$ cat src/hw/rtl/psc_pkg.sv
`timescale 1ns / 1ps

package psc_pkg;

  localparam int DATA_WIDTH = 32;
  localparam int GAIN_WIDTH = 32;
  localparam int GAIN_FRAC  = 24;

  // radix-16 multiplier: one gain digit per step
  localparam int DIGIT = 4;
  localparam int STEPS = GAIN_WIDTH / DIGIT;
  localparam int CNT_W = $clog2(STEPS);

  // |y - u| bound: error magnitude grown by the gain's integer bits, plus limits
  localparam int MAG_W  = DATA_WIDTH + GAIN_WIDTH - GAIN_FRAC + 2;
  localparam int PROD_W = MAG_W + GAIN_WIDTH;
  localparam int R_W    = PROD_W - GAIN_FRAC + 1;
  localparam int WIDE_W = MAG_W + GAIN_WIDTH - GAIN_FRAC + 3;

  localparam int CFG_IDX_W = 3;

  localparam logic [CFG_IDX_W-1:0] REG_P_GAIN  = 3'd0;
  localparam logic [CFG_IDX_W-1:0] REG_KI_DT   = 3'd1;
  localparam logic [CFG_IDX_W-1:0] REG_KB_DT   = 3'd2;
  localparam logic [CFG_IDX_W-1:0] REG_OUT_MAX = 3'd3;
  localparam logic [CFG_IDX_W-1:0] REG_OUT_MIN = 3'd4;

  localparam logic [GAIN_WIDTH-1:0] P_GAIN_RST  = GAIN_WIDTH'(83886);
  localparam logic [GAIN_WIDTH-1:0] KI_DT_RST   = GAIN_WIDTH'(1007);
  localparam logic [GAIN_WIDTH-1:0] KB_DT_RST   = GAIN_WIDTH'(252);
  localparam logic [DATA_WIDTH-1:0] OUT_MAX_RST = DATA_WIDTH'(327680);
  localparam logic [DATA_WIDTH-1:0] OUT_MIN_RST = DATA_WIDTH'(-327680);

endpackage

$ cat src/hw/rtl/pi_speed_controller_backcalc_core.sv
`timescale 1ns / 1ps
// PI speed controller with back-calculation anti-windup, Q16.16 data, Q8.24 gains.
// One word at a time: a new input word is accepted only after the previous result
// has been placed in the output register; the work is two 8-step passes of the
// radix-16 shift-add multiplier and the add/clamp steps between them.
// Reset (rst, synchronous): integral cleared, gains and limits to defaults.

module pi_speed_controller_backcalc_core
  import psc_pkg::*;
(
  input  logic                    clk,
  input  logic                    rst,
  input  logic                    s_tvalid,
  output logic                    s_tready,
  input  logic [2*DATA_WIDTH-1:0] s_tdata,   // ref_speed, fb_speed
  output logic                    m_tvalid,
  input  logic                    m_tready,
  output logic [DATA_WIDTH-1:0]   m_tdata,   // drive
  output logic [0:0]              m_tuser,   // saturated
  input  logic                    cfg_we,
  input  logic [CFG_IDX_W-1:0]    cfg_index,
  input  logic [GAIN_WIDTH-1:0]   cfg_wdata
);

  localparam logic [3:0] S_IDLE   = 4'd0;
  localparam logic [3:0] S_ERR    = 4'd1;
  localparam logic [3:0] S_PI_GO  = 4'd2;
  localparam logic [3:0] S_PI_RUN = 4'd3;
  localparam logic [3:0] S_PI_RND = 4'd4;
  localparam logic [3:0] S_SUM    = 4'd5;
  localparam logic [3:0] S_CLAMP  = 4'd6;
  localparam logic [3:0] S_DIFF   = 4'd7;
  localparam logic [3:0] S_KB_GO  = 4'd8;
  localparam logic [3:0] S_KB_RUN = 4'd9;
  localparam logic [3:0] S_KB_RND = 4'd10;
  localparam logic [3:0] S_UPD    = 4'd11;
  localparam logic [3:0] S_INT    = 4'd12;
  localparam logic [3:0] S_OUT    = 4'd13;

  localparam logic signed [WIDE_W-1:0] I_MAX =
    {{(WIDE_W-DATA_WIDTH+1){1'b0}}, {(DATA_WIDTH-1){1'b1}}};
  localparam logic signed [WIDE_W-1:0] I_MIN =
    {{(WIDE_W-DATA_WIDTH+1){1'b1}}, {(DATA_WIDTH-1){1'b0}}};

  logic [3:0]                   state;
  logic [3:0]                   state_next;

  logic [GAIN_WIDTH-1:0]        p_gain;
  logic [GAIN_WIDTH-1:0]        ki_dt;
  logic [GAIN_WIDTH-1:0]        kb_dt;
  logic [DATA_WIDTH-1:0]        out_max;
  logic [DATA_WIDTH-1:0]        out_min;
  logic [DATA_WIDTH-1:0]        integral;

  logic [DATA_WIDTH-1:0]        in_ref;
  logic [DATA_WIDTH-1:0]        in_fb;
  logic signed [DATA_WIDTH:0]   e;
  logic [DATA_WIDTH:0]          e_mag;
  logic [R_W-1:0]               rp;
  logic [R_W-1:0]               ri;
  logic [R_W-1:0]               rb;
  logic signed [WIDE_W-1:0]     u;
  logic signed [WIDE_W-1:0]     it;
  logic signed [WIDE_W-1:0]     d;
  logic [WIDE_W-1:0]            d_abs;
  logic signed [WIDE_W-1:0]     upd;
  logic signed [WIDE_W-1:0]     acc;
  logic [DATA_WIDTH-1:0]        y;
  logic                         sat;

  logic signed [WIDE_W-1:0]     integral_w;
  logic signed [WIDE_W-1:0]     max_w;
  logic signed [WIDE_W-1:0]     min_w;
  logic signed [WIDE_W-1:0]     y_w;
  logic signed [WIDE_W-1:0]     rp_w;
  logic signed [WIDE_W-1:0]     ri_w;
  logic signed [WIDE_W-1:0]     rb_w;

  logic                         start_a;
  logic                         start_b;
  logic [MAG_W-1:0]             mag_a;
  logic [MAG_W-1:0]             mag_e;
  logic [GAIN_WIDTH-1:0]        gain_a;
  logic                         done_a;
  logic                         done_b;
  logic [PROD_W-1:0]            prod_a;
  logic [PROD_W-1:0]            prod_b;
  logic                         out_free;

  assign s_tready = (state == S_IDLE);
  assign out_free = !m_tvalid || m_tready;

  assign e_mag = e[DATA_WIDTH] ? (DATA_WIDTH+1)'(0) - e : e;
  assign mag_e = {{(MAG_W-DATA_WIDTH-1){1'b0}}, e_mag};
  assign d_abs = d[WIDE_W-1] ? WIDE_W'(0) - d : d;

  assign integral_w = {{(WIDE_W-DATA_WIDTH){integral[DATA_WIDTH-1]}}, integral};
  assign max_w      = {{(WIDE_W-DATA_WIDTH){out_max[DATA_WIDTH-1]}}, out_max};
  assign min_w      = {{(WIDE_W-DATA_WIDTH){out_min[DATA_WIDTH-1]}}, out_min};
  assign y_w        = {{(WIDE_W-DATA_WIDTH){y[DATA_WIDTH-1]}}, y};
  assign rp_w       = {{(WIDE_W-R_W){1'b0}}, rp};
  assign ri_w       = {{(WIDE_W-R_W){1'b0}}, ri};
  assign rb_w       = {{(WIDE_W-R_W){1'b0}}, rb};
  assign acc        = integral_w + upd;

  assign start_a = (state == S_PI_GO) || (state == S_KB_GO);
  assign start_b = (state == S_PI_GO);
  assign mag_a   = (state == S_PI_GO) ? mag_e : d_abs[MAG_W-1:0];
  assign gain_a  = (state == S_PI_GO) ? p_gain : kb_dt;

  psc_mul u_mul_a (
    .clk   (clk),
    .rst   (rst),
    .start (start_a),
    .mag   (mag_a),
    .gain  (gain_a),
    .done  (done_a),
    .prod  (prod_a)
  );

  psc_mul u_mul_b (
    .clk   (clk),
    .rst   (rst),
    .start (start_b),
    .mag   (mag_e),
    .gain  (ki_dt),
    .done  (done_b),
    .prod  (prod_b)
  );

  always_comb begin
    state_next = state;
    unique case (state)
      S_IDLE:   if (s_tvalid) state_next = S_ERR;
      S_ERR:    state_next = S_PI_GO;
      S_PI_GO:  state_next = S_PI_RUN;
      S_PI_RUN: if (done_a && done_b) state_next = S_PI_RND;
      S_PI_RND: state_next = S_SUM;
      S_SUM:    state_next = S_CLAMP;
      S_CLAMP:  state_next = S_DIFF;
      S_DIFF:   state_next = S_KB_GO;
      S_KB_GO:  state_next = S_KB_RUN;
      S_KB_RUN: if (done_a) state_next = S_KB_RND;
      S_KB_RND: state_next = S_UPD;
      S_UPD:    state_next = S_INT;
      S_INT:    state_next = S_OUT;
      S_OUT:    if (out_free) state_next = S_IDLE;
      default:  state_next = S_IDLE;
    endcase
  end

  always_ff @(posedge clk) begin
    if (rst) begin
      state    <= S_IDLE;
      integral <= '0;
      m_tvalid <= 1'b0;
      p_gain   <= P_GAIN_RST;
      ki_dt    <= KI_DT_RST;
      kb_dt    <= KB_DT_RST;
      out_max  <= OUT_MAX_RST;
      out_min  <= OUT_MIN_RST;
    end else begin
      state <= state_next;
      if (cfg_we) begin
        unique case (cfg_index)
          REG_P_GAIN:  p_gain  <= cfg_wdata;
          REG_KI_DT:   ki_dt   <= cfg_wdata;
          REG_KB_DT:   kb_dt   <= cfg_wdata;
          REG_OUT_MAX: out_max <= cfg_wdata[DATA_WIDTH-1:0];
          REG_OUT_MIN: out_min <= cfg_wdata[DATA_WIDTH-1:0];
          default: ;
        endcase
      end
      if (state == S_INT) begin
        if (acc > I_MAX) begin
          integral <= I_MAX[DATA_WIDTH-1:0];
        end else if (acc < I_MIN) begin
          integral <= I_MIN[DATA_WIDTH-1:0];
        end else begin
          integral <= acc[DATA_WIDTH-1:0];
        end
      end
      if (state == S_OUT && out_free) begin
        m_tvalid <= 1'b1;
      end else if (m_tready) begin
        m_tvalid <= 1'b0;
      end
    end
  end

  always_ff @(posedge clk) begin
    if (state == S_IDLE && s_tvalid) begin
      in_ref <= s_tdata[DATA_WIDTH-1:0];
      in_fb  <= s_tdata[2*DATA_WIDTH-1:DATA_WIDTH];
    end
    if (state == S_ERR) begin
      e <= {in_ref[DATA_WIDTH-1], in_ref} - {in_fb[DATA_WIDTH-1], in_fb};
    end
    // round half away from zero on the magnitude
    if (state == S_PI_RND) begin
      rp <= {1'b0, prod_a[PROD_W-1:GAIN_FRAC]} + R_W'(prod_a[GAIN_FRAC-1]);
      ri <= {1'b0, prod_b[PROD_W-1:GAIN_FRAC]} + R_W'(prod_b[GAIN_FRAC-1]);
    end
    if (state == S_SUM) begin
      u  <= e[DATA_WIDTH] ? integral_w - rp_w : integral_w + rp_w;
      it <= e[DATA_WIDTH] ? WIDE_W'(0) - ri_w : ri_w;
    end
    if (state == S_CLAMP) begin
      if (u > max_w) begin
        y   <= out_max;
        sat <= 1'b1;
      end else if (u < min_w) begin
        y   <= out_min;
        sat <= 1'b1;
      end else begin
        y   <= u[DATA_WIDTH-1:0];
        sat <= 1'b0;
      end
    end
    if (state == S_DIFF) begin
      d <= y_w - u;
    end
    if (state == S_KB_RND) begin
      rb <= {1'b0, prod_a[PROD_W-1:GAIN_FRAC]} + R_W'(prod_a[GAIN_FRAC-1]);
    end
    if (state == S_UPD) begin
      upd <= d[WIDE_W-1] ? it - rb_w : it + rb_w;
    end
    if (state == S_OUT && out_free) begin
      m_tdata    <= y;
      m_tuser[0] <= sat;
    end
  end

endmodule

$ cat src/hw/rtl/psc_mul.sv
`timescale 1ns / 1ps

module psc_mul
  import psc_pkg::*;
(
  input  logic                  clk,
  input  logic                  rst,
  input  logic                  start,
  input  logic [MAG_W-1:0]      mag,
  input  logic [GAIN_WIDTH-1:0] gain,
  output logic                  done,
  output logic [PROD_W-1:0]     prod
);

  logic                     run;
  logic [CNT_W-1:0]         cnt;
  logic [MAG_W-1:0]         mcand;
  logic [MAG_W-1:0]         hi;
  logic [GAIN_WIDTH-1:0]    lo;
  logic [MAG_W+DIGIT-1:0]   partial;
  logic [MAG_W+DIGIT-1:0]   sum;

  assign partial = (MAG_W+DIGIT)'(mcand) * (MAG_W+DIGIT)'(lo[DIGIT-1:0]);
  assign sum     = (MAG_W+DIGIT)'(hi) + partial;
  assign done    = run && (cnt == CNT_W'(STEPS-1));
  assign prod    = {hi, lo};

  always_ff @(posedge clk) begin
    if (rst) begin
      run <= 1'b0;
      cnt <= '0;
    end else if (start) begin
      run <= 1'b1;
      cnt <= '0;
    end else if (run) begin
      cnt <= cnt + CNT_W'(1);
      if (done) begin
        run <= 1'b0;
      end
    end
  end

  always_ff @(posedge clk) begin
    if (start) begin
      mcand <= mag;
      hi    <= '0;
      lo    <= gain;
    end else if (run) begin
      hi <= sum[MAG_W+DIGIT-1:DIGIT];
      lo <= {sum[DIGIT-1:0], lo[GAIN_WIDTH-1:DIGIT]};
    end
  end

endmodule

$ cat config.mk
export PLATFORM = sky130hd
export DESIGN_NAME = pi_speed_controller_backcalc_core
export DESIGN_NICKNAME = d
export VERILOG_FILES = /design/src/hw/rtl/psc_pkg.sv /design/src/hw/rtl/pi_speed_controller_backcalc_core.sv /design/src/hw/rtl/psc_mul.sv
export SDC_FILE = /design/constraint.sdc
export NUM_CORES = 2
export LEC_CHECK = 0
export BUFFER_PORTS_ARGS = -buffer_cell sky130_fd_sc_hd__buf_4
export CAP_MARGIN = 20
export CELL_PAD_IN_SITES_DETAIL_PLACEMENT = 0
export CELL_PAD_IN_SITES_GLOBAL_PLACEMENT = 2
export CORE_MARGIN = 2
export CORE_UTILIZATION = 45
export CTS_CLUSTER_SIZE = 24
export DETAILED_ROUTE_END_ITERATION = 8
export PLACE_DENSITY = 0.91
export SYNTH_ARGS = -nofsm -noshare
export SYNTH_HDL_FRONTEND = slang
export SYNTH_HIERARCHICAL = 1
export SYNTH_SLANG_ARGS = --single-unit
$ cat constraint.sdc
create_clock -name clk -period 23.4 [get_ports clk]
set_input_delay 4.68 -clock clk [delete_from_list [all_inputs] [get_ports clk]]
set_output_delay 4.68 -clock clk [all_outputs]
set_load 0.03 [all_outputs]
Word level (Yosys, flattened, before mapping) --
Cells that the tools add are included.
Word-level totals: flip-flop bits (word level) 955, logic and storage cells 129, output and inout bits 35
Cells by class: eq/ne operators 23, mux-type cells 29, reductions and logical operators 21, $mul 2, $lt $le $gt $ge 4, add/subtract/negate cells 16
Operators with widths (number):
- $mux 32 | 9
- $mux 53 | 2
- $add 50x1->51 | 2
- $add 42x46->46 | 2
- $mux 33 | 2
- $pmux 4 s14 | 1
- $add 32x52->53 | 1
- $add 32x53->53 | 1
- $add 52x52->53 | 1
- $gt 53x32->1 | 1
- $gt 53x32->1 const B | 1
- $lt 53x32->1 | 1
- $lt 53x32->1 const B | 1
- $sub 32x52->53 | 1
- $sub 32x53->53 | 1
- $sub 52x52->53 | 1
- $sub 1x51->52 const A | 1
- $mux 51 | 1
- $mul 42x4->46 | 1
- $mux 42 | 1
- $sub 1x42->42 const A | 1
- $mul 33x4->37 | 1
- $sub 1x33->33 const A | 1
- $sub 32x32->33 | 1
- other kinds (20) | 59

Logic depth before layout (Yosys ltp) --
word-level depth 5, mapped depth 23, depth with buffers taken out 23

Cells and area by module --
Netlist, hierarchy kept.
Modules (own cells, without submodules):
- pi_speed_controller_backcalc_core | cells an instance 4807, sequential area each 19468.7 µm², area an instance 45955.3 µm², instances 1
- psc_mul (u_mul_b) | cells an instance 1153, sequential area each 3143.0 µm², area an instance 11129.4 µm², instances 1
- psc_mul (u_mul_a) | cells an instance 1111, sequential area each 3143.0 µm², area an instance 10970.5 µm², instances 1

Worst setup path before layout --
OpenSTA, ideal clock, no wires.
path kind reg-to-reg, from reg state[2], to reg ri[0] (enable), cell stages (with the launch flop) 4, data arrival time 7.643 ns, path slack 15.069 ns, period minus slack after synthesis 8.331 ns, path buffers 1, path through dfxtp_1 clkbuf_1 nand2b_1 nor3_1
Between the ends: cells in the longest elaborated chain, start to end 1
RTL lines:
- from (decl) | RTL line pi_speed_controller_backcalc_core.sv:45 | logic [3:0] state;
- from (signal assigned) | RTL line pi_speed_controller_backcalc_core.sv:163 | state <= state_next;
- $eq 4x3->1 | RTL line pi_speed_controller_backcalc_core.sv:200 | if (state == S_PI_RND) begin
- to (signal assigned) | RTL line pi_speed_controller_backcalc_core.sv:202 | ri <= {1'b0, prod_b[PROD_W-1:GAIN_FRAC]} + R_W'(prod_b[GAIN_FRAC-1]);
- to (decl) | RTL line pi_speed_controller_backcalc_core.sv:60 | logic [R_W-1:0] ri;
No other way between the ends. A chain may end at the register's enable or synchronous reset.

Worst setup path in the final report --
from reg state[3], to out s_tready
Between the ends: cells in the longest elaborated chain, start to end 1
RTL lines:
- $logic_not 4->1 | RTL line pi_speed_controller_backcalc_core.sv:90 | assign s_tready = (state == S_IDLE);
- to (decl) | RTL line pi_speed_controller_backcalc_core.sv:14 | output logic s_tready,
No other way between the ends.

==> qor.txt <==
Post-synthesis compound-gate area fraction -> 0.142
Clk slew on worst S/H paths -> 0.06 ns
Share of cells above drive strength 1 -> 0.0788
Post-Synthesis Cell Area -> 68100 µm²
Total Routing Usage GR -> 0.253
TritonCTS clock tree -> done
DR pass1 iterations -> 6
Initial Util -> 0.454
TritonCTS buffer count -> 109
H-tree Lvls -> 3
P_leak -> 30.8 nW
IO Count -> 139
WL/cell -> 21.2 µm
Layout Nets -> 7951
Max Fclk -> 145 MHz
Pwr dens -> 120 nW/µm²
Largest net degree at the start of global routing -> 109
Most frequent cells in the layout -> nand2_1 (687), inv_1 (681), edfxtp_1 (665)
Synth Instances -> 7071
Peak supply drop -> 0.0800 mV
Total power -> 0.00905 W
Worst Max-Slew Pin Slew -> 1.13 ns
Post-DRT Antenna Nets -> 0
Via Count -> 51679
Buffers and inverters on the worst path -> 1
Die Area -> 154000 µm²
Mux share of post-synthesis cell area -> 0.0324
Commonest non-fill, non-tap cell in the layout -> nand2_1
DRC viols -> 0
Tmin final -> 6.88 ns
Max Cap Viol -> 0
Primary FF master, synth -> edfxtp_1
Status -> completed
RePlAce Congestion -> 0.940
#FFs+latches synth -> 954
Crit-path cells -> nor4_1 -> buf_4
Setup TNS -> 0 ns
Worst setup EP type -> output port
Syn_area_per_cell -> 9.62 µm²
Ys Warns -> 6
Global-route wire length before repair -> 300000 µm
Flop2flop setup slack -> 16.78 ns
Initial antenna violation count -> 7
Post-synth EDFFs -> 665
Hold Crit Class -> flip-flop to flip-flop
Synth Area in Adders -> 0.158
Largest family of logic cells by synthesized area -> simple AND/OR/NAND/NOR gates
Post-Route WL -> 196000 µm
Die width -> 393 µm
RSZ-0062 raised after global routing -> no
Vias in the first global route -> 50384
Die Ht -> 393 µm
Final hold violation count -> 0
DP HPWL -> 154000 µm
CP Class -> flip-flop to output port
Setup crit start kind -> flip-flop
Non-filler cells, final -> 9246
Post-CTS Setup Bufs -> 0
CTS root buf -> clkbuf_16
XOR/XNOR Fraction of Synth Area -> 0.0759
Clock Latency Late Sink -> 0.76 ns
Max FO, Critical Path -> 12
Sequential fraction of the synthesis area -> 0.378
Fraction of registers with async set/reset -> 0
CTS Hold Bufs -> 0
DR vias/cell -> 5.59
Post-CTS sizing -> 0
Post-Synth Simple-Gate Area -> 0.161
Area Growth Syn to Fin -> 10.4%
Post-Route Skew -> 0.0640 ns
Post-synthesis cell type count -> 105
Gr ovfl total -> 0
Slew HR -> 0.242
Clock Tree Buf Depth -> 3
DP Area -> 71200 µm²
Worst path arrival time -> 2.20 ns
Final period util -> 0.294
Util after Layout -> 0.501
CTS Sinks -> 954
Top delay family on crit path -> simple AND/OR/NAND/NOR gates
Max Slew Vio Count -> 0
Setup-failing EPs final -> 0
Total core area -> 150000 µm²
PortBufs -> 138
WP data required -> 18.72 ns
Placed Cells -> 9035
Slowest library cell on the worst path -> nor4_1
Slowest stage delay, CP -> 0.72 ns
Final instance area -> 75100 µm²
Drt initial violations -> 4171
Row count -> 142
layout make-up:
class                           count  area, µm²
Clock buffer                      134       2890
Multi-Input combinational cell   5198      38900
Inverter                          683       2560
Antenna cell                        1       2.50
Sequential cell                   954      25800
Timing Repair Buffer              188       1550
Tap cell                         2016       2520
Clock inverter                     72        953
Fill cell                       13909      74800
final timing paths:
kind | cells past startpoint | endpoint | from
setup / recovery | 2 | s_tready | state[3]
hold / removal | 0 | m_tuser | sat
setup reg to reg | 23 | upd[49] | rb[3]
hold reg to reg | 0 | m_tuser | sat
per-stage QoR:
stage	setup slack (ns)	hold WS [ns]
final	16.52	0.435
after global routing	16.15	0.431
after CTS	16.40	0.428
after detailed placement	16.30	0.418
after global placement	16.30	0.409
after floorplan	15.07	0.400
logic make-up after synthesis:
kind of cell / Yosys count
buf+inv: 927
fa+ha+maj: 713
flops: 954
mux: 208
compound gates: 1489
simple gates: 2189
other cells: 1
xor+xnor: 590
sequential cells by signal, summed over array words and instances, names as in the netlist, 42 cells and up:
name and flops:
u_mul_b/mcand 42, it 52, rb 51, d 43, ri 51, u_mul_a/mcand 42, u_mul_b/hi 42, upd 53
u_mul_a/hi 42, u 53, rp 51
routing by layer:
layer | part of all wire | GRT usage | vias up
li1 | - | - | 24901
met1 | 0.46 | 0.358 | 25117
met2 | 0.46 | 0.408 | 1408
met3 | 0.060 | 0.0357 | 253
met4 | 0.024 | 0.0592 | 0
met5 | 0 | 0 | -
cells in the mapped netlist (52+ instances only):
library cell  count  area share
or3_1            58      0.0053
nand4_1         102      0.0094
and2_1          341       0.031
xnor2_1         427       0.055
nor3_1          120      0.0088
a21o_1          226       0.025
nand2b_1         66      0.0061
fa_1            247       0.073
ha_1            466       0.086
clkbuf_1        206       0.011
mux2_2           97       0.016
mux2i_1         110       0.016
o21bai_1         56      0.0062
xor2_1          163       0.021
dfxtp_1         289       0.085
nand2_1         688       0.038
nand3_1         118      0.0087
inv_1           682       0.038
nand3b_1         58      0.0064
o21ai_0         242       0.018
nor2_1          388       0.021
a21oi_1         527       0.039
and3_1           52      0.0048
edfxtp_1        665        0.29
report_power, final:
group / internal, W / leakage (nW) / switching (W)
Sequential: 0.00211 / 8.44 / 0.000206
Clock: 0.00107 / 1.85 / 0.000749
Combinational: 0.00195 / 20.5 / 0.00297
Total: 0.00512 / 30.8 / 0.00393
No activity file was read; power rests on OpenSTA's default activity.
